### config.mk
export PLATFORM = sky130hd
export DESIGN_NAME = move_table_image_validator
export DESIGN_NICKNAME = d
export VERILOG_FILES = /design/src/rtl/mvtv_pkg.sv /design/src/rtl/mvtv_front.sv /design/src/rtl/mvtv_queue.sv /design/src/rtl/mvtv_back.sv /design/src/rtl/move_table_image_validator.sv
export SDC_FILE = /design/constraint.sdc
export NUM_CORES = 1
export LEC_CHECK = 0
export BUFFER_PORTS_ARGS = -buffer_cell sky130_fd_sc_hd__buf_2
export CAP_MARGIN = 30
export CORE_ASPECT_RATIO = 1.4
export CORE_MARGIN = 8
export CORE_UTILIZATION = 55
export CTS_BUF_LIST = sky130_fd_sc_hd__clkbuf_4 sky130_fd_sc_hd__clkbuf_8
export DETAILED_ROUTE_END_ITERATION = 6
export HOLD_SLACK_MARGIN = 0.05
export MAX_ROUTING_LAYER = met4
export PLACE_DENSITY = 0.79
export REMOVE_ABC_BUFFERS = 1
export SLEW_MARGIN = 20
export SYNTH_ARGS = -nofsm -noshare
export SYNTH_HDL_FRONTEND = slang
export SYNTH_SLANG_ARGS = --single-unit
### constraint.sdc
create_clock -name clk -period 8 [get_ports clk]
set_input_delay 1.2 -clock clk [delete_from_list [all_inputs] [get_ports clk]]
set_output_delay 1.2 -clock clk [all_outputs]
set_load 0.01 [all_outputs]
### src/rtl/mvtv_pkg.sv
// Shared types, constants and the magic lookup for the move table image validator.
package mvtv_pkg;

	localparam int unsigned OFF_W      = 32;
	localparam int unsigned END_W      = 34;
	localparam int unsigned QUEUE_DEPTH = 2;

	localparam int unsigned DEF_MAX_POSITIONS = 10000000;
	localparam int unsigned DEF_MAX_MOVES     = 50000000;

	localparam logic [OFF_W-1:0] HDR_LEN    = OFF_W'(24);
	localparam logic [OFF_W-1:0] HDR_LAST   = OFF_W'(23);
	localparam logic [OFF_W-1:0] FIRST_KEY  = OFF_W'(31);
	localparam logic [OFF_W-1:0] OFF_SAT    = '1;

	// header byte offsets at which a field completes; HOFF_MAGIC is the magic length
	localparam logic [4:0] HOFF_VERSION = 5'd11;
	localparam logic [4:0] HOFF_POS     = 5'd15;
	localparam logic [4:0] HOFF_MOV     = 5'd19;
	localparam logic [4:0] HOFF_PLY     = 5'd21;
	localparam logic [4:0] HOFF_MIN     = 5'd23;
	localparam logic [4:0] HOFF_MAGIC   = 5'd8;

	// position entry byte codes (offset inside the 16-byte entry)
	localparam logic [3:0] PREL_KEY   = 4'd7;
	localparam logic [3:0] PREL_OFS   = 4'd11;
	localparam logic [3:0] PREL_CNT   = 4'd13;
	localparam logic [3:0] PREL_RSV   = 4'd14;

	// move entry byte codes
	localparam logic [2:0] MREL_MOVE_HI = 3'd1;
	localparam logic [2:0] MREL_RSV_LO  = 3'd2;
	localparam logic [2:0] MREL_RSV_HI  = 3'd3;
	localparam logic [2:0] MREL_WEIGHT  = 3'd7;

	localparam logic [2:0] PROMO_MAX = 3'd4;

	typedef enum logic [1:0] {
		KIND_HDR,
		KIND_BODY,
		KIND_SAT
	} kind_t;

	typedef struct packed {
		logic [7:0]       byte_value;
		logic             last_byte;
		kind_t            kind;
		logic [OFF_W-1:0] off;
	} req_t;

	function automatic logic [7:0] magic_byte(input logic [2:0] idx);
		logic [7:0] b;
		case (idx)
			3'd0: b = 8'h48;
			3'd1: b = 8'h45;
			3'd2: b = 8'h42;
			3'd3: b = 8'h49;
			3'd4: b = 8'h42;
			3'd5: b = 8'h4F;
			3'd6: b = 8'h4F;
			3'd7: b = 8'h4B;
			default: b = 8'h00;
		endcase
		return b;
	endfunction

endpackage

### src/rtl/mvtv_front.sv
// Front end: byte offset counter and header/body/saturation tagging.
module mvtv_front import mvtv_pkg::*; (
	input  logic       clk,
	input  logic       arst_n,
	input  logic       in_valid,
	output logic       in_stall,
	input  logic [7:0] byte_value,
	input  logic       last_byte,
	input  logic       q_full,
	output logic       q_push,
	output req_t       q_req
);

	logic [OFF_W-1:0] off_q;

	assign in_stall = q_full;
	assign q_push   = in_valid & ~q_full;

	always_comb begin
		q_req.byte_value = byte_value;
		q_req.last_byte  = last_byte;
		q_req.off        = off_q;
		if (off_q == OFF_SAT) begin
			q_req.kind = KIND_SAT;
		end else if (off_q < HDR_LEN) begin
			q_req.kind = KIND_HDR;
		end else begin
			q_req.kind = KIND_BODY;
		end
	end

	// saturating counter, back to zero after the last byte
	always_ff @(posedge clk or negedge arst_n) begin
		if (!arst_n) begin
			off_q <= '0;
		end else if (q_push) begin
			if (last_byte) begin
				off_q <= '0;
			end else if (off_q != OFF_SAT) begin
				off_q <= off_q + OFF_W'(1);
			end
		end
	end

endmodule

### src/rtl/mvtv_queue.sv
// Small request queue between front and back end.
module mvtv_queue import mvtv_pkg::*; #(
	parameter int unsigned DEPTH = QUEUE_DEPTH
) (
	input  logic clk,
	input  logic arst_n,
	input  logic push,
	input  req_t push_req,
	input  logic pop,
	output req_t head,
	output logic empty,
	output logic full
);

	localparam int unsigned PW = (DEPTH > 1) ? $clog2(DEPTH) : 1;
	localparam int unsigned CW = $clog2(DEPTH + 1);

	req_t          mem_q [DEPTH];
	logic [PW-1:0] wr_q;
	logic [PW-1:0] rd_q;
	logic [CW-1:0] cnt_q;

	assign empty = (cnt_q == '0);
	assign full  = (cnt_q == CW'(DEPTH));
	assign head  = mem_q[rd_q];

	always_ff @(posedge clk) begin
		if (push) begin
			mem_q[wr_q] <= push_req;
		end
	end

	always_ff @(posedge clk or negedge arst_n) begin
		if (!arst_n) begin
			wr_q  <= '0;
			rd_q  <= '0;
			cnt_q <= '0;
		end else begin
			if (push) begin
				wr_q <= (wr_q == PW'(DEPTH - 1)) ? '0 : wr_q + PW'(1);
			end
			if (pop) begin
				rd_q <= (rd_q == PW'(DEPTH - 1)) ? '0 : rd_q + PW'(1);
			end
			if (push && !pop) begin
				cnt_q <= cnt_q + CW'(1);
			end else if (pop && !push) begin
				cnt_q <= cnt_q - CW'(1);
			end
		end
	end

endmodule

### src/rtl/mvtv_back.sv
// Back end: field assembly, header/entry checks and the result register.
module mvtv_back import mvtv_pkg::*; #(
	parameter int unsigned MAX_POSITIONS = DEF_MAX_POSITIONS,
	parameter int unsigned MAX_MOVES     = DEF_MAX_MOVES
) (
	input  logic        clk,
	input  logic        arst_n,
	input  logic [31:0] format_version,
	input  req_t        head,
	input  logic        q_empty,
	output logic        q_pop,
	output logic        out_valid,
	input  logic        out_stall,
	output logic        image_ok,
	output logic [23:0] position_total,
	output logic [25:0] move_total,
	output logic [15:0] max_ply,
	output logic [15:0] min_moves
);

	logic [63:0]      shift_q;
	logic [31:0]      version_q;
	logic [31:0]      pcnt_q;
	logic [31:0]      mcnt_q;
	logic [15:0]      ply_q;
	logic [15:0]      min_q;
	logic [63:0]      prev_key_q;
	logic [31:0]      eofs_q;
	logic             failed_q;
	logic [END_W-1:0] pos_end_q;
	logic [END_W-1:0] mov_end_q;

	logic             out_valid_q;
	logic             ok_q;
	logic [23:0]      ptot_q;
	logic [25:0]      mtot_q;
	logic [15:0]      ply_out_q;
	logic [15:0]      min_out_q;

	logic [63:0]      ns;
	logic [7:0]       b;
	logic [OFF_W-1:0] off;
	logic [4:0]       hoff;
	logic [3:0]       prel;
	logic [2:0]       mrel;
	logic [END_W-1:0] off_w;
	logic             in_pos;
	logic             in_mov;
	logic             fail_now;
	logic             failed_nx;
	logic             fin;
	logic             ok;

	assign q_pop = ~q_empty & (~head.last_byte | ~out_valid_q | ~out_stall);

	always_comb begin
		b        = head.byte_value;
		off      = head.off;
		ns       = {b, shift_q[63:8]};
		hoff     = off[4:0];
		prel     = off[3:0] ^ 4'd8;
		mrel     = off[2:0];
		off_w    = END_W'(off);
		in_pos   = off_w < pos_end_q;
		in_mov   = off_w < mov_end_q;
		fail_now = 1'b0;
		case (head.kind)
			KIND_SAT: fail_now = 1'b1;
			KIND_HDR: begin
				if (hoff < HOFF_MAGIC) begin
					fail_now = (b != magic_byte(hoff[2:0]));
				end else if (hoff == HOFF_MIN) begin
					fail_now = (version_q != format_version) ||
						(pcnt_q > 32'(MAX_POSITIONS)) || (mcnt_q > 32'(MAX_MOVES));
				end
			end
			KIND_BODY: begin
				if (in_pos) begin
					if (prel == PREL_KEY) begin
						fail_now = (off != FIRST_KEY) && (ns <= prev_key_q);
					end else if (prel == PREL_CNT) begin
						fail_now = ({1'b0, eofs_q} + 33'(ns[63:48])) > {1'b0, mcnt_q};
					end else if (prel >= PREL_RSV) begin
						fail_now = (b != 8'd0);
					end
				end else if (in_mov) begin
					if (mrel == MREL_MOVE_HI) begin
						fail_now = b[7] || (b[6:4] > PROMO_MAX);
					end else if (mrel == MREL_RSV_LO || mrel == MREL_RSV_HI) begin
						fail_now = (b != 8'd0);
					end else if (mrel == MREL_WEIGHT) begin
						fail_now = (ns[63:32] == 32'd0);
					end
				end else begin
					fail_now = 1'b1;
				end
			end
			default: fail_now = 1'b1;
		endcase
		failed_nx = failed_q | fail_now;
		if (off == HDR_LAST) begin
			fin = (pcnt_q == 32'd0) && (mcnt_q == 32'd0);
		end else begin
			fin = (off_w + END_W'(1)) == mov_end_q;
		end
		ok = ~failed_nx && (off >= HDR_LAST) && fin;
	end

	always_ff @(posedge clk or negedge arst_n) begin
		if (!arst_n) begin
			shift_q    <= '0;
			version_q  <= '0;
			pcnt_q     <= '0;
			mcnt_q     <= '0;
			ply_q      <= '0;
			min_q      <= '0;
			prev_key_q <= '0;
			eofs_q     <= '0;
			failed_q   <= 1'b0;
			pos_end_q  <= '0;
			mov_end_q  <= '0;
		end else if (q_pop) begin
			if (head.last_byte) begin
				shift_q    <= '0;
				version_q  <= '0;
				pcnt_q     <= '0;
				mcnt_q     <= '0;
				ply_q      <= '0;
				min_q      <= '0;
				prev_key_q <= '0;
				eofs_q     <= '0;
				failed_q   <= 1'b0;
				pos_end_q  <= '0;
				mov_end_q  <= '0;
			end else begin
				shift_q  <= ns;
				failed_q <= failed_nx;
				if (head.kind == KIND_HDR) begin
					case (hoff)
						HOFF_VERSION: version_q <= ns[63:32];
						HOFF_POS:     pcnt_q    <= ns[63:32];
						HOFF_MOV: begin
							mcnt_q    <= ns[63:32];
							pos_end_q <= END_W'(HDR_LEN) + END_W'({pcnt_q, 4'd0});
						end
						HOFF_PLY:     ply_q     <= ns[63:48];
						HOFF_MIN: begin
							min_q     <= ns[63:48];
							mov_end_q <= pos_end_q + END_W'({mcnt_q, 3'd0});
						end
						default: ;
					endcase
				end else if (head.kind == KIND_BODY && in_pos) begin
					if (prel == PREL_KEY) begin
						prev_key_q <= ns;
					end else if (prel == PREL_OFS) begin
						eofs_q <= ns[63:32];
					end
				end
			end
		end
	end

	always_ff @(posedge clk or negedge arst_n) begin
		if (!arst_n) begin
			out_valid_q <= 1'b0;
		end else if (q_pop && head.last_byte) begin
			out_valid_q <= 1'b1;
		end else if (!out_stall) begin
			out_valid_q <= 1'b0;
		end
	end

	always_ff @(posedge clk) begin
		if (q_pop && head.last_byte) begin
			ok_q      <= ok;
			ptot_q    <= ok ? pcnt_q[23:0] : '0;
			mtot_q    <= ok ? mcnt_q[25:0] : '0;
			ply_out_q <= ok ? ply_q : '0;
			min_out_q <= ok ? (hoff == HOFF_MIN && head.kind == KIND_HDR ? ns[63:48] : min_q)
				: '0;
		end
	end

	assign out_valid      = out_valid_q;
	assign image_ok       = ok_q;
	assign position_total = ptot_q;
	assign move_total     = mtot_q;
	assign max_ply        = ply_out_q;
	assign min_moves      = min_out_q;

endmodule

### src/rtl/move_table_image_validator.sv
// Top level of the move table image validator.
//
// Streams a move table image in one byte per request (little-endian fields) and
// checks the 24-byte header, every 16-byte position entry and every 8-byte move
// entry, plus the total length implied by the header counts. One result comes
// out for each request flagged last_byte: image_ok and the header values
// (position_total, move_total, max_ply, min_moves), all zero on failure; the
// checker then starts over on a fresh image. It takes one byte per clock while
// in_stall is low: each byte needs only a field shift and a handful of compares.
// The front end counts bytes and tags each request as header, body or
// counter-saturated; a two-deep request queue separates it from the back end,
// which assembles fields and runs the checks. A result sits in an output
// register until the sink drops out_stall; only the last request of the
// following image waits on it, the bytes before it keep flowing. in_stall rises
// only when the queue holds two requests. format_version (reset value 1) is set
// via cfg_we/cfg_wdata, by the user only with no image in flight (unenforced).
module move_table_image_validator import mvtv_pkg::*; #(
	parameter int unsigned MAX_POSITIONS = DEF_MAX_POSITIONS,
	parameter int unsigned MAX_MOVES     = DEF_MAX_MOVES
) (
	input  logic        clk,
	input  logic        arst_n,
	input  logic        cfg_we,
	input  logic [31:0] cfg_wdata,
	input  logic        in_valid,
	output logic        in_stall,
	input  logic [7:0]  byte_value,
	input  logic        last_byte,
	output logic        out_valid,
	input  logic        out_stall,
	output logic        image_ok,
	output logic [23:0] position_total,
	output logic [25:0] move_total,
	output logic [15:0] max_ply,
	output logic [15:0] min_moves
);

	logic [31:0] format_version_q;
	logic        q_push;
	logic        q_pop;
	logic        q_full;
	logic        q_empty;
	req_t        q_req;
	req_t        q_head;

	// expected header version
	always_ff @(posedge clk or negedge arst_n) begin
		if (!arst_n) begin
			format_version_q <= 32'd1;
		end else if (cfg_we) begin
			format_version_q <= cfg_wdata;
		end
	end

	mvtv_front u_front (
		.clk        (clk),
		.arst_n     (arst_n),
		.in_valid   (in_valid),
		.in_stall   (in_stall),
		.byte_value (byte_value),
		.last_byte  (last_byte),
		.q_full     (q_full),
		.q_push     (q_push),
		.q_req      (q_req)
	);

	mvtv_queue #(
		.DEPTH (QUEUE_DEPTH)
	) u_queue (
		.clk      (clk),
		.arst_n   (arst_n),
		.push     (q_push),
		.push_req (q_req),
		.pop      (q_pop),
		.head     (q_head),
		.empty    (q_empty),
		.full     (q_full)
	);

	mvtv_back #(
		.MAX_POSITIONS (MAX_POSITIONS),
		.MAX_MOVES     (MAX_MOVES)
	) u_back (
		.clk            (clk),
		.arst_n         (arst_n),
		.format_version (format_version_q),
		.head           (q_head),
		.q_empty        (q_empty),
		.q_pop          (q_pop),
		.out_valid      (out_valid),
		.out_stall      (out_stall),
		.image_ok       (image_ok),
		.position_total (position_total),
		.move_total     (move_total),
		.max_ply        (max_ply),
		.min_moves      (min_moves)
	);

endmodule

==> flow_summary.toml <==
[pwr]
leakage_nw = 14.6
power_mw = 11.7
vdd_drop_max_uv = 291
p_per_area_mw_per_mm2 = 335

[placed_design]
dpl_cell_area_mm2 = 0.0330
hpwl_um = 74300
port_buffers = 130
dp_slack_ps = 1710
gp_congestion = 1.02

[synth]
synth_edf_count = 169
synth_area_leader_cell = "dfrtp_1"
yosysWarnings = 0
synthMostInstantiatedCell = "dfrtp_1"
yosysUniqueCellTypes = 81
synth_area_leaders = "dfrtp_1, edfxtp_1, ha_1"
synth-seq-cells = 581
syn_area_mm2 = 0.0314
synth_top_area_share_pct = 32.8
async_flop_share_pct = 70.9
synth_common_cells = "dfrtp_1, nand2_1, ha_1, inv_1, o21ai_0"
synthCells = 2936
synthFlopType = "dfrtp_1"
synth.avg_cell_area_um2 = 10.7
ys_seq_area_share_pct = 49.0

[setup_path]
worstPathArrival_ps = 6910
reg2reg_from = "u_queue.rd_q$_DFFE_PN0P_"
crit_top_cell = "a21o_1"
crit_buf_inv = 2
reg2reg_to = "u_back.min_moves[15]$_SDFFCE_PN0P_"
crit_required_ps = 8510
worstSetupPathType = "flop to flop"
worst_setup_path_end_kind = "flop"
crit_family = "compound AO/OA/AOI/OAI gates"
crit_path_top_delay_cell = "dfrtp_2"
path_cells = "mux2i_1 > inv_1 > ha_1 > nand2_1 > o22ai_1 > a311o_1 > a21o_1 > a21o_1 > a21o_1 > nand3_1 > xnor2_1 > ha_1 > a211oi_1 > o21ai_0 > o211ai_1 > a21oi_1 > or4_1 > a221o_1 > nand4_1 > a31oi_4 > buf_12 > a2111oi_2"
cp_max_fo = 69
max_stage_delay_ps = 580
cp-start-kind = "flop"
r2r_slack_ps = 1600
r2r_cells = 22

[clocking]
cts_tree = "built"
numCtsBuffers = 88
post_cts_buffers = 0
cts.htree.levels = 3
clockRootBuffer = "clkbuf_8"
clock_latency_ps = 710
clkSlewWorstSetupHoldPaths_ps = 60
post_cts_resize_count = 0
postCtsHoldBufs = 0
cts.sinks = 581
cts_max_path_buffers = 3

[outcome]
status = "completed"

[sta]
relSlewSlack_pct = 22.5
post-route-period-util_pct = 80.0
hold_slack_ps = 478
slew_violations = 0
skew_ps = 50.4
fmax_mhz = 156
hold_viol_final = 0
finalSetupViolations = 0
layout_setup_ws_ps = 1600
max_slew.worst_pin.slew_ps = 1160
min_period_ps = 6400
rsz0062_at_grt = "no"

[floorplanning]
initial_core_util_pct = 55.6
die_h_um = 299
row_count = 103
fp.coreArea_mm2 = 0.0564
die_area_mm2 = 0.0651
pin_count = 131
die_w_um = 218

[global_route]
grt_pass1_vias = 25500
grt_max_degree = 159
track_usage_pct = 31.6
antenna_found_initial = 4
overflow = 0
grt_pass1_wl_um = 153000

[hold_path]
min_from = "u_back.ply_q[15]$_DFFE_PN0P_"
min_path_cells = 2
min_path_type = "flop to flop"
hold_end = "u_back.ply_q[15]$_DFFE_PN0P_"

[routing]
drt_wl_total_um = 101000
vias = 24900
drc = 0
drt_first_iter_violations = 2317
vias_per_cell = 6.40
wire_per_inst_um = 26.0
final_antenna_net_count = 0
firstDrtPassIters = 5

[layout]
area_delta_synth_final_pct = 11.5
fin_nets = 3334
drive_above_1_share_pct = 15.9
fin_util_pct = 62.0
final_area_mm2 = 0.0350

[flow_run]
maxCapViolations = 0
==> layout make-up <==
| class | count | area (um^2) |
|---|---|---|
| Fill cell | 4491 | 21400 |
| Multi-Input combinational cell | 2017 | 14800 |
| Sequential cell | 581 | 15400 |
| Timing Repair Buffer | 180 | 1190 |
| Inverter | 208 | 783 |
| Tap cell | 735 | 920 |
| Clock inverter | 35 | 363 |
| Antenna cell | 4 | 10.0 |
| Clock buffer | 130 | 1590 |
==> metal layers <==
metal	part of all wire (%)	vias to the layer above	GRT usage [%]
met4	7.9	0	21.0
met5	0	-	-
met1	36	12400	34.7
met2	50	1115	52.4
li1	-	11000	-
met3	6.5	406	5.27
==> logic make-up (layout without fill, tap and decap cells) <==
family,Yosys count,after routing,share of synthesized area [%]
other,0,4,0
adder cells (fa/ha/maj),212,212,8.50
AO/OA/AOI/OAI,662,662,14.6
buffers and inverters,338,553,4.45
AND/OR/NAND/NOR,843,843,14.4
flip-flops,581,581,49.0
multiplexers,112,112,3.79
XOR/XNOR,188,188,5.24
==> per-stage QoR <==
step                setup TNS, ps  instances
finish                          0       3890
global route                    0       3890
CTS                             0       3883
detailed placement              0       3718
global placement                0       3711
floorplan                 -288950       2806
==> worst min-delay path, stage by stage, from the launching register on <==
cell and delay (ps):
dfrtp_1 340, nand2_1 40, o21ai_0 60
==> worst max path at each step <==
stage	from	to	cells past startpoint
2_1_floorplan	u_queue.rd_q$_DFFE_PN0P_	u_back.position_total[10]$_SDFFCE_PN0P_	20
4_1_cts	u_queue.rd_q$_DFFE_PN0P_	u_back.min_moves[15]$_SDFFCE_PN0P_	22
3_3_place_gp	u_queue.rd_q$_DFFE_PN0P_	u_back.min_moves[15]$_SDFFCE_PN0P_	21
5_1_grt	u_queue.rd_q$_DFFE_PN0P_	u_back.min_moves[8]$_SDFFCE_PN0P_	22
3_5_place_dp	u_queue.rd_q$_DFFE_PN0P_	u_back.min_moves[15]$_SDFFCE_PN0P_	21
6_report	u_queue.rd_q$_DFFE_PN0P_	u_back.min_moves[15]$_SDFFCE_PN0P_	22
==> registers in the layout, indices dropped and copies added, names as in the netlist, 16 cells and up <==
signal / flops
format_version_q: 32
u_back.eofs_q: 32
u_back.max_ply: 16
u_back.mcnt_q: 32
u_back.min_moves: 16
u_back.min_q: 16
u_back.mov_end_q: 31
u_back.move_total: 26
u_back.pcnt_q: 32
u_back.ply_q: 16
u_back.pos_end_q: 31
u_back.position_total: 24
u_back.prev_key_q: 64
u_back.shift_q: 56
u_back.version_q: 32
u_front.off_q: 32
u_queue.mem_q: 86
==> cells in the final DEF (no fill, tap or decap), types with 11 or more instances in the layout <==
| cell type | Yosys | routed |
|---|---|---|
| a211oi_1 | 18 | 18 |
| a21o_1 | 26 | 26 |
| a21oi_1 | 95 | 94 |
| a22o_1 | 188 | 188 |
| a31oi_1 | 17 | 16 |
| and3_1 | 22 | 21 |
| and4_1 | 12 | 12 |
| buf_2 | 31 | 129 |
| buf_4 | 4 | 38 |
| clkbuf_4 | 0 | 33 |
| clkbuf_8 | 0 | 98 |
| clkinv_1 | 0 | 13 |
| dfrtp_1 | 411 | 410 |
| edfxtp_1 | 169 | 169 |
| ha_1 | 210 | 210 |
| inv_1 | 206 | 204 |
| mux2_2 | 50 | 50 |
| mux2i_1 | 60 | 59 |
| nand2_1 | 290 | 290 |
| nand3_1 | 87 | 87 |
| nand4_1 | 73 | 73 |
| nor2_1 | 123 | 116 |
| nor2b_1 | 12 | 12 |
| nor3_1 | 42 | 40 |
| nor3_2 | 42 | 44 |
| nor3b_1 | 11 | 11 |
| nor3b_2 | 27 | 27 |
| nor4_1 | 46 | 44 |
| o211ai_1 | 11 | 11 |
| o21ai_0 | 199 | 198 |
| xnor2_1 | 135 | 135 |
| xor2_1 | 53 | 53 |
==> power breakdown <==
part | total [mW] | switching (mW) | internal, mW
Sequential | 4.45 | 0.705 | 3.75
Clock | 2.73 | 1.25 | 1.49
Combinational | 4.56 | 3.07 | 1.49
Total | 11.7 | 5.02 | 6.73
Power figures use the tool's default switching activity.
